[src/hw/rtl/cps_pkg.sv]
// Shared types, constants and helpers of the contact process site update core.
// Used by every module under hw/rtl except cps_ram; depends on nothing else.
package cps_pkg;

  localparam int ROWS       = 128;
  localparam int BLOCK_COLS = 128;
  localparam int BLOCKS     = 8;
  localparam int COLS       = BLOCKS * BLOCK_COLS + 4;
  localparam int DEPTH      = ROWS * COLS;
  localparam int ADDR_W     = $clog2(DEPTH);
  localparam int ROW_W      = 7;
  localparam int COL_W      = 11;
  localparam int FRAC_W     = 16;
  localparam int BLK_W      = (BLOCKS > 1) ? $clog2(BLOCKS) : 1;
  localparam int P_W        = FRAC_W + 1 + BLK_W;
  localparam int CFG_W      = 16;
  localparam int CFG_IDX_W  = 2;
  localparam int QDEPTH     = 2;
  localparam int QPTR_W     = $clog2(QDEPTH);
  localparam int QCNT_W     = $clog2(QDEPTH + 1);

  localparam logic [1:0] KIND_UPDATE = 2'd0;
  localparam logic [1:0] KIND_READ   = 2'd1;
  localparam logic [1:0] KIND_WRITE  = 2'd2;

  localparam logic [1:0] DIR_UP    = 2'd0;
  localparam logic [1:0] DIR_DOWN  = 2'd1;
  localparam logic [1:0] DIR_LEFT  = 2'd2;
  localparam logic [1:0] DIR_RIGHT = 2'd3;

  // order of the neighbour list used for the pair neighbours
  localparam logic [1:0] NB_UP    = 2'd0;
  localparam logic [1:0] NB_DOWN  = 2'd1;
  localparam logic [1:0] NB_RIGHT = 2'd2;
  localparam logic [1:0] NB_LEFT  = 2'd3;

  localparam logic [CFG_IDX_W-1:0] CFG_BIRTH_START = 2'd0;
  localparam logic [CFG_IDX_W-1:0] CFG_BIRTH_STEP  = 2'd1;
  localparam logic [CFG_IDX_W-1:0] CFG_PAIR_PROB   = 2'd2;

  localparam logic [2:0] OC_NONE  = 3'd0;
  localparam logic [2:0] OC_COLON = 3'd1;
  localparam logic [2:0] OC_DIED  = 3'd2;
  localparam logic [2:0] OC_FACIL = 3'd3;
  localparam logic [2:0] OC_SKIP  = 3'd4;

  localparam logic [2:0] PAIR_LAST = 3'd5;
  localparam logic [2:0] PAIR_HALF = 3'd3;

  typedef enum logic [2:0] {
    CMD_NONE,
    CMD_READ,
    CMD_WRITE,
    CMD_SKIP,
    CMD_SKIP_RD,
    CMD_UPDATE
  } cmd_t;

  typedef struct packed {
    logic [1:0]        kind;
    logic [ROW_W-1:0]  row;
    logic [COL_W-1:0]  column;
    logic [FRAC_W-1:0] draw_main;
    logic [FRAC_W-1:0] draw_death;
    logic [1:0]        direction;
    logic [2:0]        pair_choice;
    logic              write_value;
  } cps_in_t;

  typedef struct packed {
    logic [2:0]       outcome;
    logic             site_value;
    logic [ROW_W-1:0] changed_row;
    logic [COL_W-1:0] changed_column;
  } cps_out_t;

  typedef struct packed {
    cmd_t              cmd;
    logic [ROW_W-1:0]  row;
    logic [COL_W-1:0]  col;
    logic [ROW_W-1:0]  nrow;
    logic [COL_W-1:0]  ncol;
    logic [ROW_W-1:0]  prow;
    logic [COL_W-1:0]  pcol;
    logic [ADDR_W-1:0] site_addr;
    logic [ADDR_W-1:0] nbr_addr;
    logic [ADDR_W-1:0] pair_addr;
    logic              wv;
    logic              colonise;
    logic              facil;
    logic              die;
  } job_t;

  typedef struct packed {
    logic [ADDR_W-1:0] addr;
    logic              we;
    logic              wd;
  } ram_req_t;

  function automatic logic [ADDR_W-1:0] addr_of(input logic [ROW_W-1:0] r,
                                                input logic [COL_W-1:0] c);
    addr_of = ADDR_W'(r) * ADDR_W'(COLS) + ADDR_W'(c);
  endfunction

  function automatic logic [ROW_W-1:0] row_up(input logic [ROW_W-1:0] r);
    row_up = (r == '0) ? ROW_W'(ROWS - 1) : r - 1'b1;
  endfunction

  function automatic logic [ROW_W-1:0] row_down(input logic [ROW_W-1:0] r);
    row_down = (r == ROW_W'(ROWS - 1)) ? '0 : r + 1'b1;
  endfunction

endpackage

[src/hw/rtl/cps_queue.sv]
// Short job queue between front and back end.
// Depends on cps_pkg.
module cps_queue (
  input  logic          clk,
  input  logic          rst_n,
  input  logic          push,
  input  cps_pkg::job_t din,
  input  logic          pop,
  output cps_pkg::job_t dout,
  output logic          empty,
  output logic          full
);
  import cps_pkg::*;

  job_t              slot_r [QDEPTH];
  logic [QPTR_W-1:0] wr_ptr_r, rd_ptr_r;
  logic [QCNT_W-1:0] count_r;

  assign empty = (count_r == '0);
  assign full  = (count_r == QCNT_W'(QDEPTH));
  assign dout  = slot_r[rd_ptr_r];

  always_ff @(posedge clk) begin
    if (push) begin
      slot_r[wr_ptr_r] <= din;
    end
  end

  always_ff @(posedge clk) begin
    if (!rst_n) begin
      wr_ptr_r <= '0;
      rd_ptr_r <= '0;
      count_r  <= '0;
    end else begin
      if (push) begin
        wr_ptr_r <= (int'(wr_ptr_r) == QDEPTH - 1) ? '0 : wr_ptr_r + 1'b1;
      end
      if (pop) begin
        rd_ptr_r <= (int'(rd_ptr_r) == QDEPTH - 1) ? '0 : rd_ptr_r + 1'b1;
      end
      count_r <= count_r + QCNT_W'(push) - QCNT_W'(pop);
    end
  end

endmodule

[config.mk]
export PLATFORM = sky130hd
export DESIGN_NAME = cps_queue
export DESIGN_NICKNAME = d
export VERILOG_FILES = /design/src/hw/rtl/cps_pkg.sv /design/src/hw/rtl/cps_queue.sv
export SDC_FILE = /design/constraint.sdc
export NUM_CORES = 1
export LEC_CHECK = 0
export BUFFER_PORTS_ARGS = -buffer_cell sky130_fd_sc_hd__buf_4
export CORE_MARGIN = 4
export CORE_UTILIZATION = 40
export CTS_CLUSTER_SIZE = 20
export DETAILED_ROUTE_END_ITERATION = 10
export PLACE_DENSITY = 0.6
export SLEW_MARGIN = 20
export SYNTH_ARGS = -nofsm -noshare
export SYNTH_HDL_FRONTEND = slang
export SYNTH_SLANG_ARGS = --single-unit
[constraint.sdc]
create_clock -name clk -period 7.75 [get_ports clk]
set_clock_uncertainty 0.2 [all_clocks]
set_input_delay 0.775 -clock clk [delete_from_list [all_inputs] [get_ports clk]]
set_output_delay 0.775 -clock clk [all_outputs]
set_load 0.01 [all_outputs]
# Word-level counts from Yosys, hierarchy flattened
# Memory sizes are Yosys's and may differ from the RTL's. A register that Yosys moved wholly into a read port is not among the register bits.
# Index checks and enable logic that the tools add are counted.
# Widths: inputs -> output; s select.
[totals] register_bits=4 latchBits=0 mem_bits_rw=230 mem_bits_ro=0 in_bits=119 output_inout_bits=117 memories=1
[classes] addsub=4 multipliers=0 div=0 magnitude_cmp=0 eq_ne=1 shift=0 muxes=6 n_bitwise=0 reduce_logical=1
[mem_list] name="slot_r" depth=2 width=115 rd=1 rd_clocked_by_memory_dff=1 write_ports=1 line_no="cps_queue.sv:15" rtl="job_t slot_r [QDEPTH];"
[ops] cell="$mux 1" n=6
[ops] cell="$add 1x1->1 const B" n=2
[ops] cell="$add 2x1->2" n=1
[ops] cell="$eq 2x2->1 const B" n=1
[ops] cell="$logic_not 2->1" n=1
[ops] cell="$sub 2x1->2" n=1

# Longest topological paths before layout
[depth] ltp_word=4 mapped_depth=6 mapped_depth_nobuf=6

# Worst setup path after synthesis
# No wires, ideal clock.
[synth_path] kind="input to register" from="input push" to="memory slot_r[0][0] (netlist bit) (enable)" arrival_ps=5799 path_slack_ps=1147 stages=1 cell_sequence="nor2b_1"
[synth_via] elab_chain_cells=2
[synth_lines] item="start: declaration" line_no="cps_queue.sv:6" rtl="input logic push,"
[synth_lines] item="$mux 1" line_no="cps_queue.sv:24" rtl="if (push) begin"
[synth_lines] item="$mux 1 (not written as such)" line_no="cps_queue.sv:25" rtl="slot_r[wr_ptr_r] <= din;"
[synth_lines] item="end: declaration" line_no="cps_queue.sv:15"
# No other way between the ends.

==> impl_metrics.yaml <==
status:
  status: "finished, final reports clean"
hold_path:
  min_from: "din[0]"
  worst_hold_path.num_cells: 1
  hold_class: "input pin to flip-flop"
  min_to: "slot_r[0][0]$_DFFE_PP_"
drt:
  drt-wirelength-per-cell_um: 18.4
  drt-vias-per-instance: 4.66
  ant_nets: 0
  dr.pass1.iters: 4
  num_vias: 4304
  drc: 0
  initialDrtViolationCount: 242
  wirelength_um: 17000
global_routing:
  grt.total_usage: 0.134
  grt_max_degree: 64
  grt_pass1_vias: 4644
  antenna_found_initial: 0
  globalRouteOverflowTotal: 0
  grt_pass1_wl_um: 25500
critical_path:
  endpoint_kind: "primary output"
  worst-r2r-setup-slack_ns: 5.31
  cp_max_fo: 63
  cpMostUsedCell: "buf_4"
  r2r_cells: 2
  r2r-start: "wr_ptr_r$_SDFFE_PN0P_"
  required_ns: 6.78
  cpPeakStageDelay_ns: 0.92
  worstPathArrival_ns: 2.96
  cpLargestDelayFamily: "buffers and inverters"
  path_cells: "buf_4 -> mux2_2 -> buf_4"
  cp-start-kind: "flip-flop"
  criticalPathCategory: "flip-flop to primary output"
  reg2reg_to: "slot_r[1][62]$_DFFE_PP_"
  path_buf_inv: 2
  cp_slowest_cell: "dfxtp_4"
yosys:
  postSynthCellCount: 379
  synth_most_common_cell: "edfxtp_1"
  syn_avg_cell_area_um2: 23.0
  async_reset_ff_frac: 0
  ys.flop_type: "edfxtp_1"
  ys_types: 14
  synth.yosys.seq_area_share: 0.803
  netlist_area_um2: 8720
  synth_nets: 500
  synth_edf_count: 230
  yosysWarnings: 0
  netlist_top_cells_area: "edfxtp_1 79%, mux2_4 8.6%, mux2_2 8.4%"
  synthTopCellsByCount: "230 x edfxtp_1, 65 x mux2_2, 50 x mux2_4"
  synth_top_area_cell: "edfxtp_1"
  synth_top_area_share: 0.792
  ys_seq_elements: 235
sta:
  period_minus_slack_ns: 3.93
  setup_viol: 0
  rsz0062_at_grt: "no"
  timing.fmax_mhz: 254
  report.final.slew_viol_count: 0
  hold_violations: 0
  period_share: 0.507
  relSlewSlack: 0.346
  setup_tns_ns: 0
  tightest_slew_ns: 0.981
cts:
  clk_latency_ns: 0.51
  path_clk_slew_ns: 0.06
  cts_setup_buffers: 0
  cts_buffers: 25
  ctsResizeCount: 0
  htreeDepth: 1
  cts_root_buf: "clkbuf_16"
  cts_tree: "built"
  ctsHoldBuffers: 0
  cts.sinks: 235
  clockBufferDepth: 3
layout:
  area_growth_pct: 31.9
  drive_above_1_share: 0.601
  final_util: 0.542
  n_antenna_cell: 0
  stdcell_area_um2: 11500
  fillers: 1709
  nets: 753
pwr:
  power_mw: 2.92
  ir_drop_v: 0.000195
  powerDensity_nw_per_um2: 254
  p_leak_nw: 4.40
die:
  die_area_um2: 24200
  core_region_area_um2: 21200
  die_y_um: 156
  initial_core_util: 0.411
  io_pins: 236
  rows: 53
  chipWidth_um: 156
placement:
  dpl-instance-area_um2: 10800
  place_congestion: 0.746
  dp_hpwl_um: 11200
  port_buffers: 235
run:
  drv_cap: 0
## final cells by class
type	instances	area (um^2)	share of cell area
clock buffer	33	656	0.0570
clock inverter	11	83.8	0.00729
inverter	2	7.51	0.000652
multi-input combinational	129	1610	0.140
sequential	235	7010	0.609
tap	275	344	0.0299
timing repair buffer	239	1790	0.156
## placed cells by master (no fill, tap or decap), drive strengths merged
master  netlist  routed
nor2          1       1
xnor3         1       1
dfxtp         5       5
clkbuf        0      33
mux2        115     115
and2          4       4
inv           2       4
bufinv        0       1
edfxtp      230     230
nor2b         4       4
buf          13     239
clkinv        0       8
o21a          1       1
xor2          1       1
ha            2       2
## worst register-to-register path, cell delays in order (launching register included)
cell,delay (ns)
dfxtp_1,0.38
and2_4,0.69
buf_4,0.75
## how the worst max path moves through the flow
stage | end | slack [ns] | cells after the start
2_1_floorplan | slot_r[0][0]$_DFFE_PP_ | 1.15 | 1
3_3_place_gp | dout[8] | 4.32 | 3
3_5_place_dp | dout[8] | 4.29 | 3
4_1_cts | dout[8] | 3.73 | 3
5_1_grt | dout[110] | 3.62 | 3
6_report | dout[8] | 3.82 | 3
## registers in the layout, indices dropped and copies added (netlist names), named ones only
signal / flops
wr_ptr_r: 1
count_r: 2
rd_ptr_r: 1
slot_r: 230
## per-stage QoR
stage	hold slack, ns	setup slack, ns	cells
after CTS	0.216	3.73	924
after floorplan	0.355	1.15	379
after detailed placement	0.365	4.29	880
after global placement	0.356	4.32	880
after global routing	0.212	3.62	924
final	0.243	3.82	924
## cell families after synthesis
kind of cell,share of synthesized area
DFF,0.803
muxes,0.170
buffers and inverters,0.0133
and+or+nand+nor,0.00617
xor gates and xnor gates,0.00359
adders and majority gates,0.00287
AOI/OAI and AO/OA,0.000861
## layer usage
| metal | part of all wire | vias up | GRT usage |
|---|---|---|---|
| met4 | 0.021 | 0 | 0.0300 |
| li1 | - | 1998 | - |
| met1 | 0.41 | 2095 | 0.171 |
| met3 | 0.11 | 27 | 0.0588 |
| met5 | 0 | - | 0 |
| met2 | 0.46 | 184 | 0.215 |
## report_power, final
| group | total (mW) | switching, mW | internal (mW) |
|---|---|---|---|
| logic | 0.349 | 0.147 | 0.202 |
| registers | 1.50 | 0.0287 | 1.47 |
| clock network | 1.07 | 0.443 | 0.627 |
(Power assumes the default switching activity.)
