$ cat config.mk
export PLATFORM = sky130hd
export DESIGN_NAME = cps_back
export DESIGN_NICKNAME = d
export VERILOG_FILES = /design/src/hw/rtl/cps_pkg.sv /design/src/hw/rtl/cps_back.sv
export SDC_FILE = /design/constraint.sdc
export NUM_CORES = 1
export LEC_CHECK = 0
export BUFFER_PORTS_ARGS = -buffer_cell sky130_fd_sc_hd__buf_2
export CORE_MARGIN = 10
export CORE_UTILIZATION = 46
export DETAILED_ROUTE_END_ITERATION = 7
export PLACE_DENSITY_LB_ADDON = 0.2
export SLEW_MARGIN = 10
export SYNTH_ARGS = -nofsm -noshare
export SYNTH_HDL_FRONTEND = slang
export SYNTH_SLANG_ARGS = --single-unit
$ cat constraint.sdc
create_clock -name clk -period 10 [get_ports clk]
set_input_delay 1.5 -clock clk [delete_from_list [all_inputs] [get_ports clk]]
set_output_delay 1.5 -clock clk [all_outputs]
set_load 0.005 [all_outputs]
$ cat src/hw/rtl/cps_pkg.sv
// Shared types, constants and helpers of the contact process site update core.
// Used by every module under hw/rtl except cps_ram; depends on nothing else.
package cps_pkg;

  localparam int ROWS       = 128;
  localparam int BLOCK_COLS = 128;
  localparam int BLOCKS     = 8;
  localparam int COLS       = BLOCKS * BLOCK_COLS + 4;
  localparam int DEPTH      = ROWS * COLS;
  localparam int ADDR_W     = $clog2(DEPTH);
  localparam int ROW_W      = 7;
  localparam int COL_W      = 11;
  localparam int FRAC_W     = 16;
  localparam int BLK_W      = (BLOCKS > 1) ? $clog2(BLOCKS) : 1;
  localparam int P_W        = FRAC_W + 1 + BLK_W;
  localparam int CFG_W      = 16;
  localparam int CFG_IDX_W  = 2;
  localparam int QDEPTH     = 2;
  localparam int QPTR_W     = $clog2(QDEPTH);
  localparam int QCNT_W     = $clog2(QDEPTH + 1);

  localparam logic [1:0] KIND_UPDATE = 2'd0;
  localparam logic [1:0] KIND_READ   = 2'd1;
  localparam logic [1:0] KIND_WRITE  = 2'd2;

  localparam logic [1:0] DIR_UP    = 2'd0;
  localparam logic [1:0] DIR_DOWN  = 2'd1;
  localparam logic [1:0] DIR_LEFT  = 2'd2;
  localparam logic [1:0] DIR_RIGHT = 2'd3;

  // order of the neighbour list used for the pair neighbours
  localparam logic [1:0] NB_UP    = 2'd0;
  localparam logic [1:0] NB_DOWN  = 2'd1;
  localparam logic [1:0] NB_RIGHT = 2'd2;
  localparam logic [1:0] NB_LEFT  = 2'd3;

  localparam logic [CFG_IDX_W-1:0] CFG_BIRTH_START = 2'd0;
  localparam logic [CFG_IDX_W-1:0] CFG_BIRTH_STEP  = 2'd1;
  localparam logic [CFG_IDX_W-1:0] CFG_PAIR_PROB   = 2'd2;

  localparam logic [2:0] OC_NONE  = 3'd0;
  localparam logic [2:0] OC_COLON = 3'd1;
  localparam logic [2:0] OC_DIED  = 3'd2;
  localparam logic [2:0] OC_FACIL = 3'd3;
  localparam logic [2:0] OC_SKIP  = 3'd4;

  localparam logic [2:0] PAIR_LAST = 3'd5;
  localparam logic [2:0] PAIR_HALF = 3'd3;

  typedef enum logic [2:0] {
    CMD_NONE,
    CMD_READ,
    CMD_WRITE,
    CMD_SKIP,
    CMD_SKIP_RD,
    CMD_UPDATE
  } cmd_t;

  typedef struct packed {
    logic [1:0]        kind;
    logic [ROW_W-1:0]  row;
    logic [COL_W-1:0]  column;
    logic [FRAC_W-1:0] draw_main;
    logic [FRAC_W-1:0] draw_death;
    logic [1:0]        direction;
    logic [2:0]        pair_choice;
    logic              write_value;
  } cps_in_t;

  typedef struct packed {
    logic [2:0]       outcome;
    logic             site_value;
    logic [ROW_W-1:0] changed_row;
    logic [COL_W-1:0] changed_column;
  } cps_out_t;

  typedef struct packed {
    cmd_t              cmd;
    logic [ROW_W-1:0]  row;
    logic [COL_W-1:0]  col;
    logic [ROW_W-1:0]  nrow;
    logic [COL_W-1:0]  ncol;
    logic [ROW_W-1:0]  prow;
    logic [COL_W-1:0]  pcol;
    logic [ADDR_W-1:0] site_addr;
    logic [ADDR_W-1:0] nbr_addr;
    logic [ADDR_W-1:0] pair_addr;
    logic              wv;
    logic              colonise;
    logic              facil;
    logic              die;
  } job_t;

  typedef struct packed {
    logic [ADDR_W-1:0] addr;
    logic              we;
    logic              wd;
  } ram_req_t;

  function automatic logic [ADDR_W-1:0] addr_of(input logic [ROW_W-1:0] r,
                                                input logic [COL_W-1:0] c);
    addr_of = ADDR_W'(r) * ADDR_W'(COLS) + ADDR_W'(c);
  endfunction

  function automatic logic [ROW_W-1:0] row_up(input logic [ROW_W-1:0] r);
    row_up = (r == '0) ? ROW_W'(ROWS - 1) : r - 1'b1;
  endfunction

  function automatic logic [ROW_W-1:0] row_down(input logic [ROW_W-1:0] r);
    row_down = (r == ROW_W'(ROWS - 1)) ? '0 : r + 1'b1;
  endfunction

endpackage

$ cat src/hw/rtl/cps_back.sv
// Back end: runs each job against the lattice RAM (for an update: read site, read
// neighbour, write at most one site) and registers the result. Depends on cps_pkg.
module cps_back (
  input  logic              clk,
  input  logic              rst_n,
  input  cps_pkg::job_t     job,
  input  logic              empty,
  output logic              pop,
  output cps_pkg::ram_req_t req,
  input  logic              ram_rd,
  output logic              out_valid,
  output cps_pkg::cps_out_t out_data
);
  import cps_pkg::*;

  typedef enum logic [2:0] {
    B_IDLE = 3'b001,
    B_SITE = 3'b010,
    B_NBR  = 3'b100
  } bstate_t;

  bstate_t  state_r, state_nxt;
  job_t     cur_r, cur_nxt;
  logic     out_valid_r, out_valid_nxt;
  cps_out_t out_r, out_nxt;

  function automatic cps_out_t mk(input logic [2:0] oc, input logic sv,
                                  input logic [ROW_W-1:0] r,
                                  input logic [COL_W-1:0] c);
    cps_out_t o;
    o.outcome        = oc;
    o.site_value     = sv;
    o.changed_row    = r;
    o.changed_column = c;
    return o;
  endfunction

  always_comb begin
    state_nxt     = state_r;
    cur_nxt       = cur_r;
    pop           = 1'b0;
    req.addr      = cur_r.site_addr;
    req.we        = 1'b0;
    req.wd        = 1'b0;
    out_valid_nxt = 1'b0;
    out_nxt       = out_r;
    case (state_r)
      B_IDLE: begin
        if (!empty) begin
          pop     = 1'b1;
          cur_nxt = job;
          req.addr = job.site_addr;
          case (job.cmd)
            CMD_READ, CMD_SKIP_RD, CMD_UPDATE: state_nxt = B_SITE;
            CMD_WRITE: begin
              req.we        = 1'b1;
              req.wd        = job.wv;
              out_valid_nxt = 1'b1;
              out_nxt       = mk(OC_NONE, job.wv, job.row, job.col);
            end
            CMD_SKIP: begin
              out_valid_nxt = 1'b1;
              out_nxt       = mk(OC_SKIP, 1'b0, '0, '0);
            end
            default: begin
              out_valid_nxt = 1'b1;
              out_nxt       = mk(OC_NONE, 1'b0, '0, '0);
            end
          endcase
        end
      end
      B_SITE: begin
        case (cur_r.cmd)
          CMD_READ: begin
            out_valid_nxt = 1'b1;
            out_nxt       = mk(OC_NONE, ram_rd, '0, '0);
            state_nxt     = B_IDLE;
          end
          CMD_SKIP_RD: begin
            out_valid_nxt = 1'b1;
            out_nxt       = mk(OC_SKIP, ram_rd, '0, '0);
            state_nxt     = B_IDLE;
          end
          default: begin
            if (!ram_rd) begin
              out_valid_nxt = 1'b1;
              out_nxt       = mk(OC_NONE, 1'b0, '0, '0);
              state_nxt     = B_IDLE;
            end else begin
              req.addr  = cur_r.nbr_addr;
              state_nxt = B_NBR;
            end
          end
        endcase
      end
      B_NBR: begin
        out_valid_nxt = 1'b1;
        state_nxt     = B_IDLE;
        if (!ram_rd) begin
          req.we = 1'b1;
          if (cur_r.colonise) begin
            req.addr = cur_r.nbr_addr;
            req.wd   = 1'b1;
            out_nxt  = mk(OC_COLON, 1'b1, cur_r.nrow, cur_r.ncol);
          end else begin
            out_nxt  = mk(OC_DIED, 1'b0, cur_r.row, cur_r.col);
          end
        end else if (cur_r.facil) begin
          req.we   = 1'b1;
          req.addr = cur_r.pair_addr;
          req.wd   = 1'b1;
          out_nxt  = mk(OC_FACIL, 1'b1, cur_r.prow, cur_r.pcol);
        end else if (cur_r.die) begin
          req.we  = 1'b1;
          out_nxt = mk(OC_DIED, 1'b0, cur_r.row, cur_r.col);
        end else begin
          out_nxt = mk(OC_NONE, 1'b1, '0, '0);
        end
      end
      default: state_nxt = B_IDLE;
    endcase
  end

  always_ff @(posedge clk) begin
    if (!rst_n) begin
      state_r     <= B_IDLE;
      out_valid_r <= 1'b0;
    end else begin
      state_r     <= state_nxt;
      out_valid_r <= out_valid_nxt;
    end
  end

  always_ff @(posedge clk) begin
    cur_r <= cur_nxt;
    out_r <= out_nxt;
  end

  assign out_valid = out_valid_r;
  assign out_data  = out_r;

endmodule

== Yosys cells after proc, flatten, opt, wreduce, memory -nomap -nowiden ==
Index checks and enable logic that the tools add are counted.
Storage, ports and cells
  logic and storage cells: 74
  bits in registers: 140
  output and inout bits: 44
  RAM bits: 0
  memories kept: 0
  bits of input ports: 119
  ROM bits: 0
  latch bits: 0
Cells by class
  $mul: 0
  divide/modulo/power cells: 0
  reduce and logical (&&, ||, !) cells: 6
  bitwise operators: 1
  order comparisons: 0
  equal/unequal tests: 14
  add/sub/neg operators: 0
  shift operators: 0
  multiplexer cells: 34
Operator list (number)
  case mux 22 bit (3 select lines): 2
  2-to-1 mux 22 bit: 4
  2-to-1 mux 18 bit: 4
  case mux 18 bit (3 select lines): 1
  case mux 22 bit (2 select lines): 1
  2-to-1 mux 21 bit: 2
  2-to-1 mux 20 bit: 2
  equality test 3 bit, second input constant: 4
  2-to-1 mux 3 bit: 4
  2-to-1 mux 1 bit: 10
  equality test 3 x 1 -> 1 bit, second input constant: 3
  equality test 3 x 2 -> 1 bit, second input constant: 3
  case mux 3 bit (2 select lines): 1
  != test 2 bit, second input constant: 2
  != test 4 x 2 -> 1 bit, second input constant: 1
  case mux 2 bit (2 select lines): 1
  AND reduction 2 bit: 2
  AND reduction 4 bit: 1
  case mux 1 bit (3 select lines): 1
  nonzero test 3 bit: 1
  OR reduction 3 bit: 1
  2-to-1 mux 2 bit: 1
  != test 2 x 1 -> 1 bit, second input constant: 1
  OR reduction 2 bit: 1
  inverter 1 bit: 1

== Logic depth before layout (Yosys ltp) ==
Gate-level depths: netlist (run 1).
  depth in word-level cells: 5
  depth in mapped cells: 7
  mapped depth without buffers: 5

== Worst setup path before layout (run 1) ==
OpenSTA, ideal clock, no wires.
  path kind: input to output
  from: input port empty
  to: output port req[3] (netlist bit)
  required time: 8500 ps
  path buffers: 1
  setup slack: 4628 ps
  data arrival time: 3872 ps
  stages on the path: 6
  cells stage by stage: or3b_4 > nor2_2 > buf_2 > nand2_1 > o21ai_0 > a221o_1
RTL lines
  start, declared: line cps_back.sv:7  | input logic empty,
  end, declared: line cps_back.sv:9  | output cps_pkg::ram_req_t req,

==> flow_metrics.env, run 1 <==
export IMPL_die_x_um=132
export IMPL_drtIter0Drc=362
export IMPL_netlist_instances=397
export IMPL_final_common_cell="buf_2"
export IMPL_synth_async_sr_flop_share_pct=0
export IMPL_postCtsSetupBuffers=0
export IMPL_total_power_mw=1.43
export IMPL_dp_hpwl_mm=9.58
export IMPL_netlist_area_mm2=0.00576
export IMPL_antenna_found_initial=2
export IMPL_synth_seq_cells=140
export IMPL_htreeDepth=4
export IMPL_yosys_area_top_type="edfxtp_1"
export IMPL_cp_start_kind="input port"
export IMPL_fin_setup_tns_ps=0
export IMPL_grt_pass1_vias=4217
export IMPL_seq_area_frac_synth_pct=72.3
export IMPL_hp_class="reg2reg"
export IMPL_drive_gt1_share_pct=36.4
export IMPL_yosys_warnings=0
export IMPL_synthTopCellsByArea="edfxtp_1 71%, o21ai_0 3.5%, a221o_1 3.3%, mux2i_1 3.1%, a22o_1 2.7%"
export IMPL_antenna_cells=0
export IMPL_place_ws_ps=4460
export IMPL_timing_max_cap_violations=0
export IMPL_ant_nets=0
export IMPL_io_pins=163
export IMPL_synthFlopType="edfxtp_1"
export IMPL_hold_buffers=0
export IMPL_drc=0
export IMPL_syn_nets=516
export IMPL_worstMarginPinSlew_ps=1110
export IMPL_gp_congestion=0.745
export IMPL_crit_path_cell_trace="buf_2 -> or3b_4 -> nor2_4 -> buf_4 -> nand2_1 -> o21ai_0 -> a221o_1 -> buf_2"
export IMPL_cts_resized_gates=0
export IMPL_power_leakage_nw=2.89
export IMPL_setup_ws_ps=4470
export IMPL_endpoint_kind="primary output"
export IMPL_dieArea_mm2=0.0174
export IMPL_wl_per_cell_um=19.7
export IMPL_irDropWorstVdd_mv=0.143
export IMPL_cp_common_cell="buf_2"
export IMPL_avgSynthCellArea_um2=14.5
export IMPL_design_core_area_mm2=0.0122
export IMPL_area_growth_pct=26.1
export IMPL_critPathKind="in2out"
export IMPL_critPathArrivalTime_ps=4030
export IMPL_clk_latency_ps=410
export IMPL_cts_sinks=140
export IMPL_dr_pass1_iters=5
export IMPL_cts_tree="done"
export IMPL_power_per_cell_area_mw_per_mm2=197
export IMPL_nets=675
export IMPL_drv_slew=0
export IMPL_cp_slowest_cell="nor2_4"
export IMPL_path_max_fanout=53
export IMPL_fin_crit_sh_pct=55.3
export IMPL_drt_total_wl_mm=14.5
export IMPL_final_setup_viol_count=0
export IMPL_grt_max_degree=54
export IMPL_grt_use_total_pct=16.4
export IMPL_hold_viol_final=0
export IMPL_min_period_ps=5530
export IMPL_viasPerCell=5.32
export IMPL_yosysUniqueCellTypes=42
export IMPL_initial_core_util_pct=47.4
export IMPL_clock_tree_root_cell="clkbuf_16"
export IMPL_slowest_delay_ps=840
export IMPL_finish_instance_area_mm2=0.00726
export IMPL_status="complete, no violations"
export IMPL_relSlewSlack_pct=26.0
export IMPL_synth_edf_count=136
export IMPL_clock_skew_ps=6.47
export IMPL_netlist_area_leader_share_pct=70.9
export IMPL_grt_pass1_wl_mm=22.3
export IMPL_die_y_um=132
export IMPL_rsz0062_at_grt="no"
export IMPL_cts_buffer_depth=2
export IMPL_dpl_cell_area_mm2=0.00668
export IMPL_required_ps=8500
export IMPL_portBuffers=162
export IMPL_overflow=0
export IMPL_rows=40
export IMPL_fmax_ghz=0.181
export IMPL_path_clk_slew_ps=60
export IMPL_layout_common_cells="162 x buf_2, 136 x edfxtp_1, 40 x o21ai_0, 39 x nand2_1, 25 x nor2_1"
export IMPL_via_count=3922
export IMPL_cts_buffers_inserted=17
synth_stat cells, types with 2 or more instances:
library cell and instances:
nor2_1 25, dfxtp_1 4, clkbuf_1 10, nor2_2 2, a31oi_1 2, buf_4 4, a221o_1 19, nand3_1 2
a22o_1 18, nand2_1 39, buf_2 9, nor2b_1 2, and2_1 3, and3_1 4, mux2i_1 18, inv_1 2
a21oi_1 18, o21ai_0 40, a22oi_1 17, edfxtp_1 136, buf_6 2
registers in the layout, indices dropped and copies added (netlist names):
signal / count
out_data: 22
state_r: 3
out_valid: 1
cur_r: 114
power by group:
part	internal (mW)	total, mW	switching, mW
registers	0.688	0.702	0.0145
clock network	0.386	0.612	0.226
logic	0.0523	0.118	0.0659
total	1.13	1.43	0.306
path summary, 6_finish.rpt:
check / from / endpoint / slack [ps] / cells past startpoint
max: empty / req[7] / 4470 / 8
min: cur_r[114] / out_data[21] / 600 / 2
max reg2reg: state_r[0] / cur_r[106] / 7240 / 3
min reg2reg: cur_r[114] / out_data[21] / 600 / 2
stage by stage:
step	instances	utilization (%)	hold WS [ps]
2_1_floorplan	397	-	561
3_3_place_gp	705	54.9	586
3_5_place_dp	705	54.9	596
4_1_cts	737	59.7	611
5_1_grt	737	59.7	652
6_report	737	59.7	605
logic make-up after synthesis:
| family | synth area share (%) |
|---|---|
| flops | 72.3 |
| compound gates | 14.6 |
| simple gates | 7.30 |
| buf+inv | 2.54 |
| mux | 3.13 |
| xor+xnor | 0.152 |
layer usage:
| layer | wire (um) | part of all wire, % | GRT usage (%) | vias up |
|---|---|---|---|---|
| li1 | - | - | - | 1877 |
| met1 | 6050 | 42 | 19.2 | 1878 |
| met2 | 7100 | 49 | 26.4 | 150 |
| met3 | 1170 | 8.1 | 6.55 | 15 |
| met4 | 170 | 1.2 | 6.18 | 2 |
| met5 | 13 | 0.090 | 0 | - |
layout make-up:
type,instances,area (um^2)
clock inverters,15,155
inverters,2,7.51
repair buffers,166,841
flip-flops and latches,140,4160
multi-input cells,229,1460
fillers,990,4900
clock buffers,17,425
well taps,168,210
worst max-delay path, delay by kind of cell:
family,cells,cell delay [ps]
compound gates,2,240
buf+inv,3,900
simple gates,3,1360
Note: power is estimated with default switching activity, not from simulation.
==> inputs of run 2 (changes only) <==
==> constraint.sdc (replaced) <==
create_clock -name clk -period 5.6 [get_ports clk]
set_input_delay 0.84 -clock clk [delete_from_list [all_inputs] [get_ports clk]]
set_output_delay 0.84 -clock clk [all_outputs]
set_load 0.005 [all_outputs]
==> flow_metrics.env, run 2 (synthesized netlist as in run 1, its figures left out) <==
export IMPL_overflow=0
export IMPL_dieArea_mm2=0.0174
export IMPL_relSlewSlack_pct=28.1
export IMPL_dpl_cell_area_mm2=0.00670
export IMPL_endpoint_kind="primary output"
export IMPL_timing_max_cap_violations=0
export IMPL_grt_pass1_vias=4363
export IMPL_wl_per_cell_um=19.9
export IMPL_finish_instance_area_mm2=0.00727
export IMPL_swShare_pct=21.2
export IMPL_dr_pass1_iters=5
export IMPL_cts_tree="done"
export IMPL_htreeDepth=4
export IMPL_drt_total_wl_mm=14.7
export IMPL_rsz0062_at_grt="no"
export IMPL_drive_gt1_share_pct=35.3
export IMPL_nets=676
export IMPL_p_sw_mw=0.543
export IMPL_cts_resized_gates=0
export IMPL_cp_start_kind="input port"
export IMPL_irDropWorstVdd_mv=0.297
export IMPL_layout_common_cells="162 x buf_2, 136 x edfxtp_1, 40 x o21ai_0, 39 x nand2_1, 25 x nor2_1"
export IMPL_clock_tree_root_cell="clkbuf_16"
export IMPL_initial_core_util_pct=47.4
export IMPL_drc=0
export IMPL_path_clk_slew_ps=60
export IMPL_viasPerCell=5.37
export IMPL_path_max_fanout=43
export IMPL_min_period_ps=4140
export IMPL_portBuffers=162
export IMPL_cts_buffers_inserted=17
export IMPL_gp_congestion=0.807
export IMPL_grt_pass1_wl_mm=23.0
export IMPL_drtIter0Drc=272
export IMPL_hp_class="in2reg"
export IMPL_power_leakage_nw=2.88
export IMPL_critPathArrivalTime_ps=3300
export IMPL_fmax_ghz=0.242
export IMPL_path_delay_family="simple AND/OR/NAND/NOR gates"
export IMPL_status="complete, no violations"
export IMPL_grt_max_degree=50
export IMPL_required_ps=4760
export IMPL_clock_skew_ps=6.10
export IMPL_cellInternalPower_mw=2.01
export IMPL_cts_buffer_depth=2
export IMPL_hold_buffers=0
export IMPL_power_per_cell_area_mw_per_mm2=352
export IMPL_final_common_cell="buf_2"
export IMPL_antenna_cells=0
export IMPL_fin_crit_sh_pct=73.9
export IMPL_via_count=3961
export IMPL_rows=40
export IMPL_design_core_area_mm2=0.0122
export IMPL_regMostFlops="cur_r"
export IMPL_p_clk_share_pct=42.6
export IMPL_grt_use_total_pct=16.8
export IMPL_ant_nets=0
export IMPL_clk_latency_ps=410
export IMPL_largest_reg_flops=114
export IMPL_fin_setup_tns_ps=0
export IMPL_dp_hpwl_mm=9.72
export IMPL_cp_common_cell="buf_2"
export IMPL_combPwrFrac_pct=8.3
export IMPL_die_x_um=132
export IMPL_die_y_um=132
export IMPL_slowest_delay_ps=760
export IMPL_postCtsSetupBuffers=0
export IMPL_cp_slowest_cell="nor3_4"
export IMPL_critPathKind="in2out"
export IMPL_final_setup_viol_count=0
export IMPL_worstMarginPinSlew_ps=1070
export IMPL_area_growth_pct=26.2
export IMPL_crit_path_cell_trace="buf_2 -> nor2b_2 -> nor2_4 -> nor2_2 -> nor3_4 -> a221o_1 -> buf_2"
export IMPL_antenna_found_initial=1
export IMPL_hold_viol_final=0
export IMPL_crit_buf_inv=2
export IMPL_drv_slew=0
export IMPL_io_pins=163
export IMPL_p_seq_share_pct=49.0
export IMPL_cts_sinks=140
## run 2: cell count changes in the layout (fill, tap and decap cells not counted), sizes merged
cell	previous run	this run
buf	166	167
clkbuf	17	22
clkinv	9	4
clkinvlp	3	2
## run 2: worst paths after layout
path	slack [ps]	startpoint	endpoint	depth (start not counted)
worst max-delay path	1460	ram_rd	req[15]	7
worst min register to register	630	cur_r[114]	out_data[21]	2
worst min-delay path	590	job[4]	cur_r[4]	1
worst max register to register	3080	cur_r[1]	out_data[18]	3
## run 2: final cells by class
type,instances,area [um^2]
repair buffers,167,861
fillers,999,4890
flip-flops and latches,140,4160
inverters,2,7.51
clock buffers,22,444
clock inverters,9,121
multi-input cells,229,1460
well taps,168,210
## run 2: metrics by stage
stage / hold WS, ps / util [%] / total power [mW] / setup WS [ps] / std cells
6_report: 593 / 59.8 / 2.56 / 1460 / 737
5_1_grt: 571 / 59.8 / 2.66 / 1260 / 737
4_1_cts: 575 / 59.8 / 2.58 / 1460 / 737
3_5_place_dp: 624 / 55.1 / 1.49 / 1480 / 706
3_3_place_gp: 592 / 55.1 / 1.48 / 1560 / 706
2_1_floorplan: 561 / - / 1.38 / 1550 / 397
## run 2: power groups by stage
stage	Clock, mW	Combinational [mW]	Sequential (mW)
CTS	1.11	0.216	1.25
finish	1.09	0.213	1.25
global placement	0	0.209	1.27
global route	1.16	0.236	1.26
detailed placement	0	0.215	1.27
floorplan	0	0.115	1.27
## run 2: layer usage
layer  wire length, um  global-route usage [%]
met3              1310                    7.70
met2              6950                    26.2
met5                13                       0
met1              6230                    20.2
met4               155                    5.75
