==> src/hw/rtl/cps_pkg.sv <==
// Shared types, constants and helpers of the contact process site update core.
// Used by every module under hw/rtl except cps_ram; depends on nothing else.
package cps_pkg;

  localparam int ROWS       = 128;
  localparam int BLOCK_COLS = 128;
  localparam int BLOCKS     = 8;
  localparam int COLS       = BLOCKS * BLOCK_COLS + 4;
  localparam int DEPTH      = ROWS * COLS;
  localparam int ADDR_W     = $clog2(DEPTH);
  localparam int ROW_W      = 7;
  localparam int COL_W      = 11;
  localparam int FRAC_W     = 16;
  localparam int BLK_W      = (BLOCKS > 1) ? $clog2(BLOCKS) : 1;
  localparam int P_W        = FRAC_W + 1 + BLK_W;
  localparam int CFG_W      = 16;
  localparam int CFG_IDX_W  = 2;
  localparam int QDEPTH     = 2;
  localparam int QPTR_W     = $clog2(QDEPTH);
  localparam int QCNT_W     = $clog2(QDEPTH + 1);

  localparam logic [1:0] KIND_UPDATE = 2'd0;
  localparam logic [1:0] KIND_READ   = 2'd1;
  localparam logic [1:0] KIND_WRITE  = 2'd2;

  localparam logic [1:0] DIR_UP    = 2'd0;
  localparam logic [1:0] DIR_DOWN  = 2'd1;
  localparam logic [1:0] DIR_LEFT  = 2'd2;
  localparam logic [1:0] DIR_RIGHT = 2'd3;

  // order of the neighbour list used for the pair neighbours
  localparam logic [1:0] NB_UP    = 2'd0;
  localparam logic [1:0] NB_DOWN  = 2'd1;
  localparam logic [1:0] NB_RIGHT = 2'd2;
  localparam logic [1:0] NB_LEFT  = 2'd3;

  localparam logic [CFG_IDX_W-1:0] CFG_BIRTH_START = 2'd0;
  localparam logic [CFG_IDX_W-1:0] CFG_BIRTH_STEP  = 2'd1;
  localparam logic [CFG_IDX_W-1:0] CFG_PAIR_PROB   = 2'd2;

  localparam logic [2:0] OC_NONE  = 3'd0;
  localparam logic [2:0] OC_COLON = 3'd1;
  localparam logic [2:0] OC_DIED  = 3'd2;
  localparam logic [2:0] OC_FACIL = 3'd3;
  localparam logic [2:0] OC_SKIP  = 3'd4;

  localparam logic [2:0] PAIR_LAST = 3'd5;
  localparam logic [2:0] PAIR_HALF = 3'd3;

  typedef enum logic [2:0] {
    CMD_NONE,
    CMD_READ,
    CMD_WRITE,
    CMD_SKIP,
    CMD_SKIP_RD,
    CMD_UPDATE
  } cmd_t;

  typedef struct packed {
    logic [1:0]        kind;
    logic [ROW_W-1:0]  row;
    logic [COL_W-1:0]  column;
    logic [FRAC_W-1:0] draw_main;
    logic [FRAC_W-1:0] draw_death;
    logic [1:0]        direction;
    logic [2:0]        pair_choice;
    logic              write_value;
  } cps_in_t;

  typedef struct packed {
    logic [2:0]       outcome;
    logic             site_value;
    logic [ROW_W-1:0] changed_row;
    logic [COL_W-1:0] changed_column;
  } cps_out_t;

  typedef struct packed {
    cmd_t              cmd;
    logic [ROW_W-1:0]  row;
    logic [COL_W-1:0]  col;
    logic [ROW_W-1:0]  nrow;
    logic [COL_W-1:0]  ncol;
    logic [ROW_W-1:0]  prow;
    logic [COL_W-1:0]  pcol;
    logic [ADDR_W-1:0] site_addr;
    logic [ADDR_W-1:0] nbr_addr;
    logic [ADDR_W-1:0] pair_addr;
    logic              wv;
    logic              colonise;
    logic              facil;
    logic              die;
  } job_t;

  typedef struct packed {
    logic [ADDR_W-1:0] addr;
    logic              we;
    logic              wd;
  } ram_req_t;

  function automatic logic [ADDR_W-1:0] addr_of(input logic [ROW_W-1:0] r,
                                                input logic [COL_W-1:0] c);
    addr_of = ADDR_W'(r) * ADDR_W'(COLS) + ADDR_W'(c);
  endfunction

  function automatic logic [ROW_W-1:0] row_up(input logic [ROW_W-1:0] r);
    row_up = (r == '0) ? ROW_W'(ROWS - 1) : r - 1'b1;
  endfunction

  function automatic logic [ROW_W-1:0] row_down(input logic [ROW_W-1:0] r);
    row_down = (r == ROW_W'(ROWS - 1)) ? '0 : r + 1'b1;
  endfunction

endpackage

==> src/hw/rtl/cps_front.sv <==
// Front end: holds the configuration registers and classifies each word
// into a job for the back end. Depends on cps_pkg.
module cps_front (
  input  logic                           clk,
  input  logic                           rst_n,
  input  logic                           cfg_we,
  input  logic [cps_pkg::CFG_IDX_W-1:0]  cfg_index,
  input  logic [cps_pkg::CFG_W-1:0]      cfg_data,
  input  cps_pkg::cps_in_t               in_data,
  output cps_pkg::job_t                  job
);
  import cps_pkg::*;

  logic [FRAC_W-1:0] p_start_r, p_step_r, q_r;

  always_ff @(posedge clk) begin
    if (!rst_n) begin
      p_start_r <= 16'd15729;
      p_step_r  <= 16'd7;
      q_r       <= 16'd62259;
    end else if (cfg_we) begin
      case (cfg_index)
        CFG_BIRTH_START: p_start_r <= cfg_data;
        CFG_BIRTH_STEP:  p_step_r  <= cfg_data;
        CFG_PAIR_PROB:   q_r       <= cfg_data;
        default: ;
      endcase
    end
  end

  logic             in_range, boundary;
  logic [ROW_W-1:0] nr, br, pr;
  logic [COL_W-1:0] nc, bc, pcl;
  logic [COL_W-1:0] blk_full;
  logic [BLK_W-1:0] blk;
  logic [P_W-1:0]   p;
  logic [P_W:0]     death_sum;
  logic [1:0]       excl1, excl2, excl, k, idx;
  logic [2:0]       pc;
  cmd_t             cmd;

  always_comb begin
    in_range = (int'(in_data.row) < ROWS) && (int'(in_data.column) < COLS);
    boundary = (in_data.column < COL_W'(2)) || (int'(in_data.column) >= COLS - 2);

    blk_full  = COL_W'((in_data.column - COL_W'(2)) / BLOCK_COLS);
    blk       = blk_full[BLK_W-1:0];
    p         = P_W'(p_start_r) + P_W'(blk) * P_W'(p_step_r);
    death_sum = (P_W+1)'(in_data.draw_death) + (P_W+1)'(p);

    nr = in_data.row;
    nc = in_data.column;
    case (in_data.direction)
      DIR_UP: begin
        nr = row_up(in_data.row);
        excl1 = NB_UP;
        excl2 = NB_DOWN;
      end
      DIR_DOWN: begin
        nr = row_down(in_data.row);
        excl1 = NB_DOWN;
        excl2 = NB_UP;
      end
      DIR_LEFT: begin
        nc = in_data.column - 1'b1;
        excl1 = NB_LEFT;
        excl2 = NB_RIGHT;
      end
      default: begin
        nc = in_data.column + 1'b1;
        excl1 = NB_RIGHT;
        excl2 = NB_LEFT;
      end
    endcase

    // first half of the pair list hangs off the site, second off the neighbour
    pc = (in_data.pair_choice > PAIR_LAST) ? PAIR_LAST : in_data.pair_choice;
    if (pc < PAIR_HALF) begin
      k    = pc[1:0];
      br   = in_data.row;
      bc   = in_data.column;
      excl = excl1;
    end else begin
      k    = 2'(pc - PAIR_HALF);
      br   = nr;
      bc   = nc;
      excl = excl2;
    end
    idx = (k >= excl) ? k + 2'd1 : k;

    pr  = br;
    pcl = bc;
    case (idx)
      NB_UP:    pr  = row_up(br);
      NB_DOWN:  pr  = row_down(br);
      NB_RIGHT: pcl = bc + 1'b1;
      default:  pcl = bc - 1'b1;
    endcase

    case (in_data.kind)
      KIND_READ:   cmd = in_range ? CMD_READ : CMD_NONE;
      KIND_WRITE:  cmd = in_range ? CMD_WRITE : CMD_NONE;
      KIND_UPDATE: cmd = !in_range ? CMD_SKIP : (boundary ? CMD_SKIP_RD : CMD_UPDATE);
      default:     cmd = CMD_NONE;
    endcase

    job.cmd       = cmd;
    job.row       = in_data.row;
    job.col       = in_data.column;
    job.nrow      = nr;
    job.ncol      = nc;
    job.prow      = pr;
    job.pcol      = pcl;
    job.site_addr = addr_of(in_data.row, in_data.column);
    job.nbr_addr  = addr_of(nr, nc);
    job.pair_addr = addr_of(pr, pcl);
    job.wv        = in_data.write_value;
    job.colonise  = P_W'(in_data.draw_main) < p;
    job.facil     = in_data.draw_main < q_r;
    job.die       = death_sum < (P_W+1)'(65536);
  end

endmodule

==> config.mk <==
export PLATFORM = sky130hd
export DESIGN_NAME = cps_front
export DESIGN_NICKNAME = d
export VERILOG_FILES = /design/src/hw/rtl/cps_pkg.sv /design/src/hw/rtl/cps_front.sv
export SDC_FILE = /design/constraint.sdc
export NUM_CORES = 1
export LEC_CHECK = 0
export BUFFER_PORTS_ARGS = -buffer_cell sky130_fd_sc_hd__buf_4
export CAP_MARGIN = 30
export CORE_ASPECT_RATIO = 1.2
export CORE_UTILIZATION = 50
export DETAILED_ROUTE_END_ITERATION = 10
export PLACE_DENSITY = 0.74
export SLEW_MARGIN = 20
export SYNTH_ARGS = -nofsm -noshare
export SYNTH_HDL_FRONTEND = slang
export SYNTH_SLANG_ARGS = --single-unit
==> constraint.sdc <==
create_clock -name clk -period 6 [get_ports clk]
set_input_delay 0.3 -clock clk [delete_from_list [all_inputs] [get_ports clk]]
set_output_delay 0.3 -clock clk [all_outputs]
set_load 0.05 [all_outputs]
* Yosys cells after proc, flatten, opt, wreduce, memory -nomap -nowiden *
Index checks and enable logic that the tools add are counted.

storage, ports and cells
  register bits after elaboration = 48
  output and inout port bits = 115
  input bits = 79
  logic and storage cells = 75

cells by class
  mux-type cells = 21
  add/sub/neg operators = 16
  reductions and logical operators = 12
  multipliers = 4
  order comparisons = 9
  equal/unequal tests = 10

operator list
  kind                                                                             number
  18-bit by 11-bit adder with 18-bit output                                        3
  7-bit by 9-bit multiplier with 16-bit output (second input constant)             3
  11-bit case mux with 2 select lines                                              2
  7-bit two-way mux                                                                5
  7-bit case mux with 2 select lines                                               2
  11-bit by 1-bit adder with 11-bit output (second input constant)                 2
  11-bit by 1-bit subtractor with 11-bit output (second input constant)            2
  16-bit by 20-bit adder with 21-bit output                                        1
  21-bit by 17-bit less-than comparator with 1-bit output (second input constant)  1
  16-bit by 19-bit adder with 20-bit output                                        1
  16-bit by 20-bit less-than comparator with 1-bit output                          1
  3-bit by 16-bit multiplier with 19-bit output                                    1
  16-bit less-than comparator                                                      1
  7-bit by 1-bit adder with 7-bit output (second input constant)                   2
  7-bit == test (second input constant)                                            2
  7-bit logical NOT                                                                2
  7-bit by 1-bit subtractor with 7-bit output (second input constant)              2
  2-bit case mux with 3 select lines                                               2
  11-bit >= comparator (second input constant)                                     1
  11-bit less-than comparator (second input constant)                              1
  11-bit by 2-bit less-than comparator with 1-bit output (second input constant)   1
  11-bit two-way mux                                                               1
  10-bit by 2-bit subtractor with 10-bit output (second input constant)            1
  3-bit case mux with 3 select lines                                               1
  other kinds (14)                                                                 31

* Longest topological paths before layout *
Gate-level depths: netlist of run 1.

  word-level depth = 10
  gate-level depth with buffers = 29

* Least setup slack after synthesis of run 1 *
Ideal clock, no wire load.

  kind = input to output
  start point = in in_data[1] (netlist name)
  end point = out job[18] (netlist name)
  data arrival time = 7,143 ps
  buffers on the path = 3
  required time = 5,700 ps
  setup slack = -1,443 ps
  stages on the path = 25
  cell sequence = a21oi_1 > clkbuf_1 > xnor2_1 > ha_1 > nand2b_1 > a21oi_1 > o21ai_0 > clkbuf_1 > clkbuf_1 > nand2_1 > ha_1 > and2_1 > a21oi_1 > a31oi_2 > o31a_1 > o21ai_0 > nand2b_1 > xnor2_1 > o21ai_0 > ha_1 > nand2_1 > o21ai_0 > a31oi_1 > nor2_1 > xnor2_1

RTL lines
  what         line             source
  from (decl)  cps_front.sv:9   input cps_pkg::cps_in_t in_data,
  to (decl)    cps_front.sv:10  output cps_pkg::job_t job

==> results of run 1 <==
timing repair:
action	4_1_cts	5_1_grt
gates resized for setup	2	38
pin swaps	2	37
endpoints found under the setup margin	2	9
buffers inserted	0	9
per-layer routing:
metal / global-route usage / vias up / share of wire / wire length (µm)
met5: 0 / - / 0 / 0
li1: - / 4336 / - / -
met1: 0.325 / 4127 / 0.40 / 10400
met3: 0.0301 / 65 / 0.044 / 1170
met4: 0.112 / 0 / 0.036 / 942
met2: 0.525 / 276 / 0.52 / 13700
critical path, cell delays in order:
cell and delay, ns:
buf_8 0.10, nor4_4 0.27, nand2_2 0.12, nor4_4 0.30, buf_4 0.18, xnor2_4 0.13, nand2b_4 0.16, fa_1 0.44
fa_1 0.55, inv_2 0.08, ha_4 0.20, a21o_1 0.19, a21oi_2 0.17, o21bai_2 0.12, a2111oi_2 0.36, buf_4 0.19
o31ai_4 0.06, a21o_1 0.17, a21oi_2 0.17, xnor2_1 0.09, ha_2 0.20, or4_4 0.49, a211oi_2 0.24, nor3_2 0.08
nor3b_4 0.17, buf_6 0.18
flip-flops by register name (all words and copies together), names as in the netlist:
| signal | count |
|---|---|
| p_start_r | 16 |
| q_r | 16 |
| p_step_r | 16 |
power breakdown:
part           switching (mW)  internal [mW]  total, mW
Clock                   0.131          0.281      0.412
Combinational            1.78          0.960       2.74
Sequential            0.00703          0.332      0.339
Total                    1.91           1.57       3.49
cells in the final DEF, fill, tap and decap left out, types with 5 or more instances in the layout:
| cell type | synthesis | final |
|---|---|---|
| o21ai_0 | 40 | 27 |
| or4_1 | 6 | 5 |
| a21oi_1 | 56 | 44 |
| a21o_1 | 28 | 28 |
| o21ai_2 | 0 | 5 |
| nand3_1 | 16 | 16 |
| dfxtp_1 | 48 | 48 |
| and3_1 | 6 | 5 |
| nor3_1 | 14 | 13 |
| ha_1 | 122 | 117 |
| nand4_1 | 11 | 11 |
| xor2_1 | 32 | 29 |
| mux2i_1 | 5 | 5 |
| o211ai_1 | 23 | 23 |
| mux2_2 | 5 | 5 |
| xnor2_2 | 0 | 7 |
| nor2b_1 | 54 | 53 |
| a31oi_1 | 10 | 8 |
| buf_4 | 29 | 252 |
| o21a_1 | 10 | 9 |
| clkbuf_16 | 0 | 5 |
| o21ai_1 | 4 | 12 |
| a21oi_2 | 0 | 12 |
| o21bai_1 | 11 | 10 |
| a21boi_0 | 32 | 32 |
| xnor2_1 | 53 | 43 |
| inv_1 | 135 | 133 |
| nand2b_1 | 15 | 14 |
| nor2_1 | 66 | 64 |
| a211o_1 | 5 | 5 |
| fa_1 | 34 | 33 |
| nand2_1 | 143 | 141 |
logic make-up (layout without fill, tap and decap cells):
kind of cell / after synthesis / after routing / synth area share
adders and majority gates: 156 / 156 / 0.249
DFF: 48 / 48 / 0.109
buffers and inverters: 204 / 401 / 0.101
muxes: 10 / 10 / 0.0120
xor gates and xnor gates: 85 / 85 / 0.0841
and+or+nand+nor: 376 / 376 / 0.216
AOI/OAI and AO/OA: 278 / 278 / 0.228
cell type report:
cell class / instances / area, µm²
clock buffer: 5 / 125
clock inverter: 3 / 90.1
fill: 1503 / 5760
inverter: 135 / 507
multi-input combinational: 905 / 7430
sequential: 48 / 961
tap: 216 / 270
timing repair buffer: 258 / 1970
worst paths after layout:
check	startpoint	to	slack (ns)	cells past startpoint
worst max-delay path	in_data[40]	job[0]	-0.003	26
worst min register to register	q_r[6]$_SDFFE_PN0P_	q_r[6]$_SDFFE_PN0P_	0.46	2
worst min-delay path	cfg_data[0]	p_step_r[0]$_SDFFE_PN1P_	0.24	3
worst max register to register	p_step_r[15]$_SDFFE_PN0P_	p_step_r[15]$_SDFFE_PN0P_	5.29	2
==> results.toml, run 1 <==
[sta]
slew_viol_final = 0
clock_skew_ns = 0
rsz0062_at_grt = "true"
tns_ns = -0.00287
finalHoldViolations = 0
timing.slew.headroom = 0.430
setup_viol = 1
layout_setup_ws_ns = -0.00287
max_freq_mhz = 167
post-route-period-util = 1.00
worst_pin_slew_ns = 0.856
period_needed_ns = 6.00
whs_ns = 0.245

[critical_path]
cp_max_fo = 3
arrival_ns = 5.70
crit_path_start_kind = "input port"
crit_required_ns = 5.70
crit_type = "in2out"
critPathCaptureType = "primary output"

[die]
fp.dieW_um = 123
die_y_um = 148
num_rows = 52
start_util = 0.517
die_area_um2 = 18200
core-area_um2 = 17100
pin_count = 194

[final_layout]
antennaDiodeCount = 0
layoutNonFillerInstCount = 1570
drive_gt1_frac = 0.269
post-route-util = 0.664
synthToLayoutAreaGrowth_pct = 28.3
fin_nets = 1588
design_area_um2 = 11400

[placed_design]
dp_cells = 1553
globalplace.congestion = 0.914
pre_cts_ws_ns = -0.140
dp.final_hpwl_um = 20900
port_buffers = 191
placed_area_um2 = 10900

[clock_tree]
numCtsBuffers = 5
hold_buffers = 0
clkTransAtPathRegs_ns = 0.07
tritoncts = "done"
cts_max_path_buffers = 2
cts.sinks = 48
clk_latency_ns = 0.29
cts-root-buf = "clkbuf_16"
htreeDepth = 2

[routing]
viasPerCell = 5.61
drtPass1Iterations = 4
drt-total-wl_um = 26200
dr_total_vias = 8804
drc = 0
ant_nets = 0
drt_iter0_markers = 620
wl_per_cell_um = 16.7

[logic_synthesis]
synth_cell_types = 82
synth_seq_area_share = 0.109
synth_area_leader_cell = "ha_1"
syn_avg_cell_area_um2 = 7.65
synth_flop_cell = "dfxtp_1"
yosys-top-cells-count = "143 x nand2_1, 135 x inv_1, 122 x ha_1"
netlist_area_um2 = 8850
synth.most_common_cell = "nand2_1"
async_reset_ff_frac = 0
synth-edff-count = 0
synthCells = 1157
yosysTopAreaCellShare = 0.173
ys_warn_count = 0
synth-seq-cells = 48
yosys-top-cells-area = "ha_1 17%, dfxtp_1 11%, fa_1 7.7%"
syn-num-nets = 1392

[pwr]
vdd_drop_max_uv = 702
power_mw = 3.49
powerDensity_nw_per_um2 = 307
p_leak_nw = 5.51

[grt]
grt_pass1_vias = 8730
grt_antenna_before_repair = 0
grt_pass1_wl_um = 41300
track_usage = 0.283
grt_overflow = 0
grt_max_degree = 49

[job]
cap_violations = 0

[status]
violations = "negative setup slack"
status = "complete, but fails checks"

[worst_hold_path]
hp-class = "in2reg"
Power figures use the tool's default switching activity.
==> run 2, diff against run 1 <==
Settings changed: CAP_MARGIN 30 to 10, PLACE_DENSITY 0.74 to 0.76, RECOVER_POWER set to 50.
==> run 2 against run 1 <==
Compared with the run above:
- the run now ends clean
- first-iteration DRC count decreased by 24%
- clock skew is the same
- design area is 2.0% lower
- power shrank 3.5%
- count of clock-buffer cells in the layout is 1 higher
- final cell count grew 0.13%
- register-to-register slack barely moved
- global-route usage shrank 0.43 points
- critical endpoint unchanged
- largest cell class unchanged
==> results.toml, run 2 (synthesized netlist as in run 1, its figures left out) <==
[status]
status = "finished, final reports clean"

[clock_tree]
cts.sinks = 48
hold_buffers = 0
clkTransAtPathRegs_ns = 0.07
cts_max_path_buffers = 2
numCtsBuffers = 5
htreeDepth = 2
tritoncts = "done"
cts-root-buf = "clkbuf_16"
clk_latency_ns = 0.29

[grt]
grt_antenna_before_repair = 0
grt_overflow = 0
grt_max_degree = 49
grt_pass1_vias = 8590
grt_pass1_wl_um = 40300
track_usage = 0.279

[routing]
drt-total-wl_um = 25700
drtPass1Iterations = 5
dr_total_vias = 8852
viasPerCell = 5.63
wl_per_cell_um = 16.3
drt_iter0_markers = 473
ant_nets = 0
drc = 0

[pwr]
p_leak_nw = 5.34
power_mw = 3.37
vdd_drop_max_uv = 736
powerDensity_nw_per_um2 = 303

[placed_design]
globalplace.congestion = 0.921
dp.final_hpwl_um = 21100
port_buffers = 191
placed_area_um2 = 10900
pre_cts_ws_ns = -0.192

[sta]
setup_viol = 0
clock_skew_ns = 0
post-route-period-util = 0.993
layout_setup_ws_ns = 0.0394
rsz0062_at_grt = "true"
period_needed_ns = 5.96
worst_pin_slew_ns = 1.01
finalHoldViolations = 0
max_freq_mhz = 168
slew_viol_final = 0
timing.slew.headroom = 0.327
tns_ns = 0

[die]
fp.dieW_um = 123
pin_count = 194
num_rows = 52
core-area_um2 = 17100
start_util = 0.517
die_area_um2 = 18200
die_y_um = 148

[final_layout]
synthToLayoutAreaGrowth_pct = 25.7
drive_gt1_frac = 0.240
antennaDiodeCount = 0
layout_commonest_cell = "buf_4"
multi_input_area_um2 = 7370
fin_nets = 1590
seq_area_um2 = 961
reg_top3 = "p_start_r (16), p_step_r (16), q_r (16)"
nFillCells = 1544
design_area_um2 = 11100
final_cell_mix = "224 x buf_4, 141 x nand2_1, 134 x inv_1, 117 x ha_1, 65 x nor2_1"

[worst_hold_path]
hp-class = "in2reg"

[critical_path]
crit_path_start_kind = "input port"
crit_type = "in2out"
cp_max_fo = 4
arrival_ns = 5.66
crit_required_ns = 5.70
critPathCaptureType = "primary output"

[job]
cap_violations = 0
==> run 2: cell count changes in the layout (fill, tap and decap cells not counted), moves of 2 or more <==
cell,delta
o21ai_1,+2
xnor2_1,+3
bufinv_16,-3
clkinvlp_4,+2
xnor2_2,-3
buf_4,-28
clkbuf_1,+30
==> run 2: metrics by stage <==
| stage | instances | utilization | hold WS [ns] |
|---|---|---|---|
| floorplan | 1157 | - | 0.424 |
| global placement | 1555 | 0.635 | 0.450 |
| detailed placement | 1555 | 0.635 | 0.457 |
| CTS | 1563 | 0.644 | 0.232 |
| global route | 1572 | 0.650 | 0.249 |
| finish | 1572 | 0.650 | 0.235 |
==> run 2: path summary, 6_finish.rpt <==
kind | start | end | slack (ns) | depth (start not counted)
setup / recovery | in_data[40] | job[0] | 0.04 | 26
hold reg to reg | q_r[11]$_SDFFE_PN0P_ | q_r[11]$_SDFFE_PN0P_ | 0.46 | 2
setup reg to reg | p_step_r[3]$_SDFFE_PN0P_ | p_step_r[3]$_SDFFE_PN0P_ | 5.28 | 2
hold / removal | cfg_data[0] | q_r[0]$_SDFFE_PN1P_ | 0.24 | 3
==> run 2: what timing repair did <==
action | in CTS | in global routing
buffers inserted | 0 | 9
gates resized for setup | 1 | 31
endpoints found under the hold margin | 0 | 0
endpoints found under the setup margin | 2 | 7
pin swaps | 2 | 32
==> run 2: worst max-delay path: stages <==
cell,delay [ns]
buf_8,0.10
nor4_4,0.28
nand2_2,0.13
nor4_4,0.30
buf_4,0.17
xnor2_4,0.12
nand2b_4,0.15
fa_1,0.43
fa_1,0.51
inv_2,0.07
ha_4,0.21
a21o_1,0.21
a21oi_2,0.18
o21bai_2,0.12
a2111oi_2,0.38
buf_4,0.20
o31ai_4,0.07
a21o_1,0.17
a21oi_2,0.17
xnor2_1,0.09
ha_2,0.19
or4_4,0.42
a211oi_2,0.23
nor3_2,0.07
nor3b_4,0.18
buf_6,0.18
==> run 2: report_power, final <==
part | switching, mW | leakage [nW] | total [mW] | internal, mW
registers | 0.00706 | 0.392 | 0.339 | 0.332
logic | 1.77 | 4.88 | 2.73 | 0.956
clock network | 0.133 | 0.0691 | 0.299 | 0.166
total | 1.91 | 5.34 | 3.37 | 1.45
==> run 2: area by class of cell <==
type                       instances  area share
sequential                        48      0.0864
tap                              216      0.0243
clock inverter                     2     0.00135
timing repair buffer             260       0.168
inverter                         135      0.0456
multi-input combinational        905       0.662
clock buffer                       6      0.0125
==> run 2: per-layer routing <==
metal / GRT usage / vias up / share of wire
met1: 0.308 / 4175 / 0.39
met5: 0 / - / 0
met2: 0.523 / 277 / 0.52
met4: 0.119 / 0 / 0.038
li1: - / 4340 / -
met3: 0.0367 / 60 / 0.054
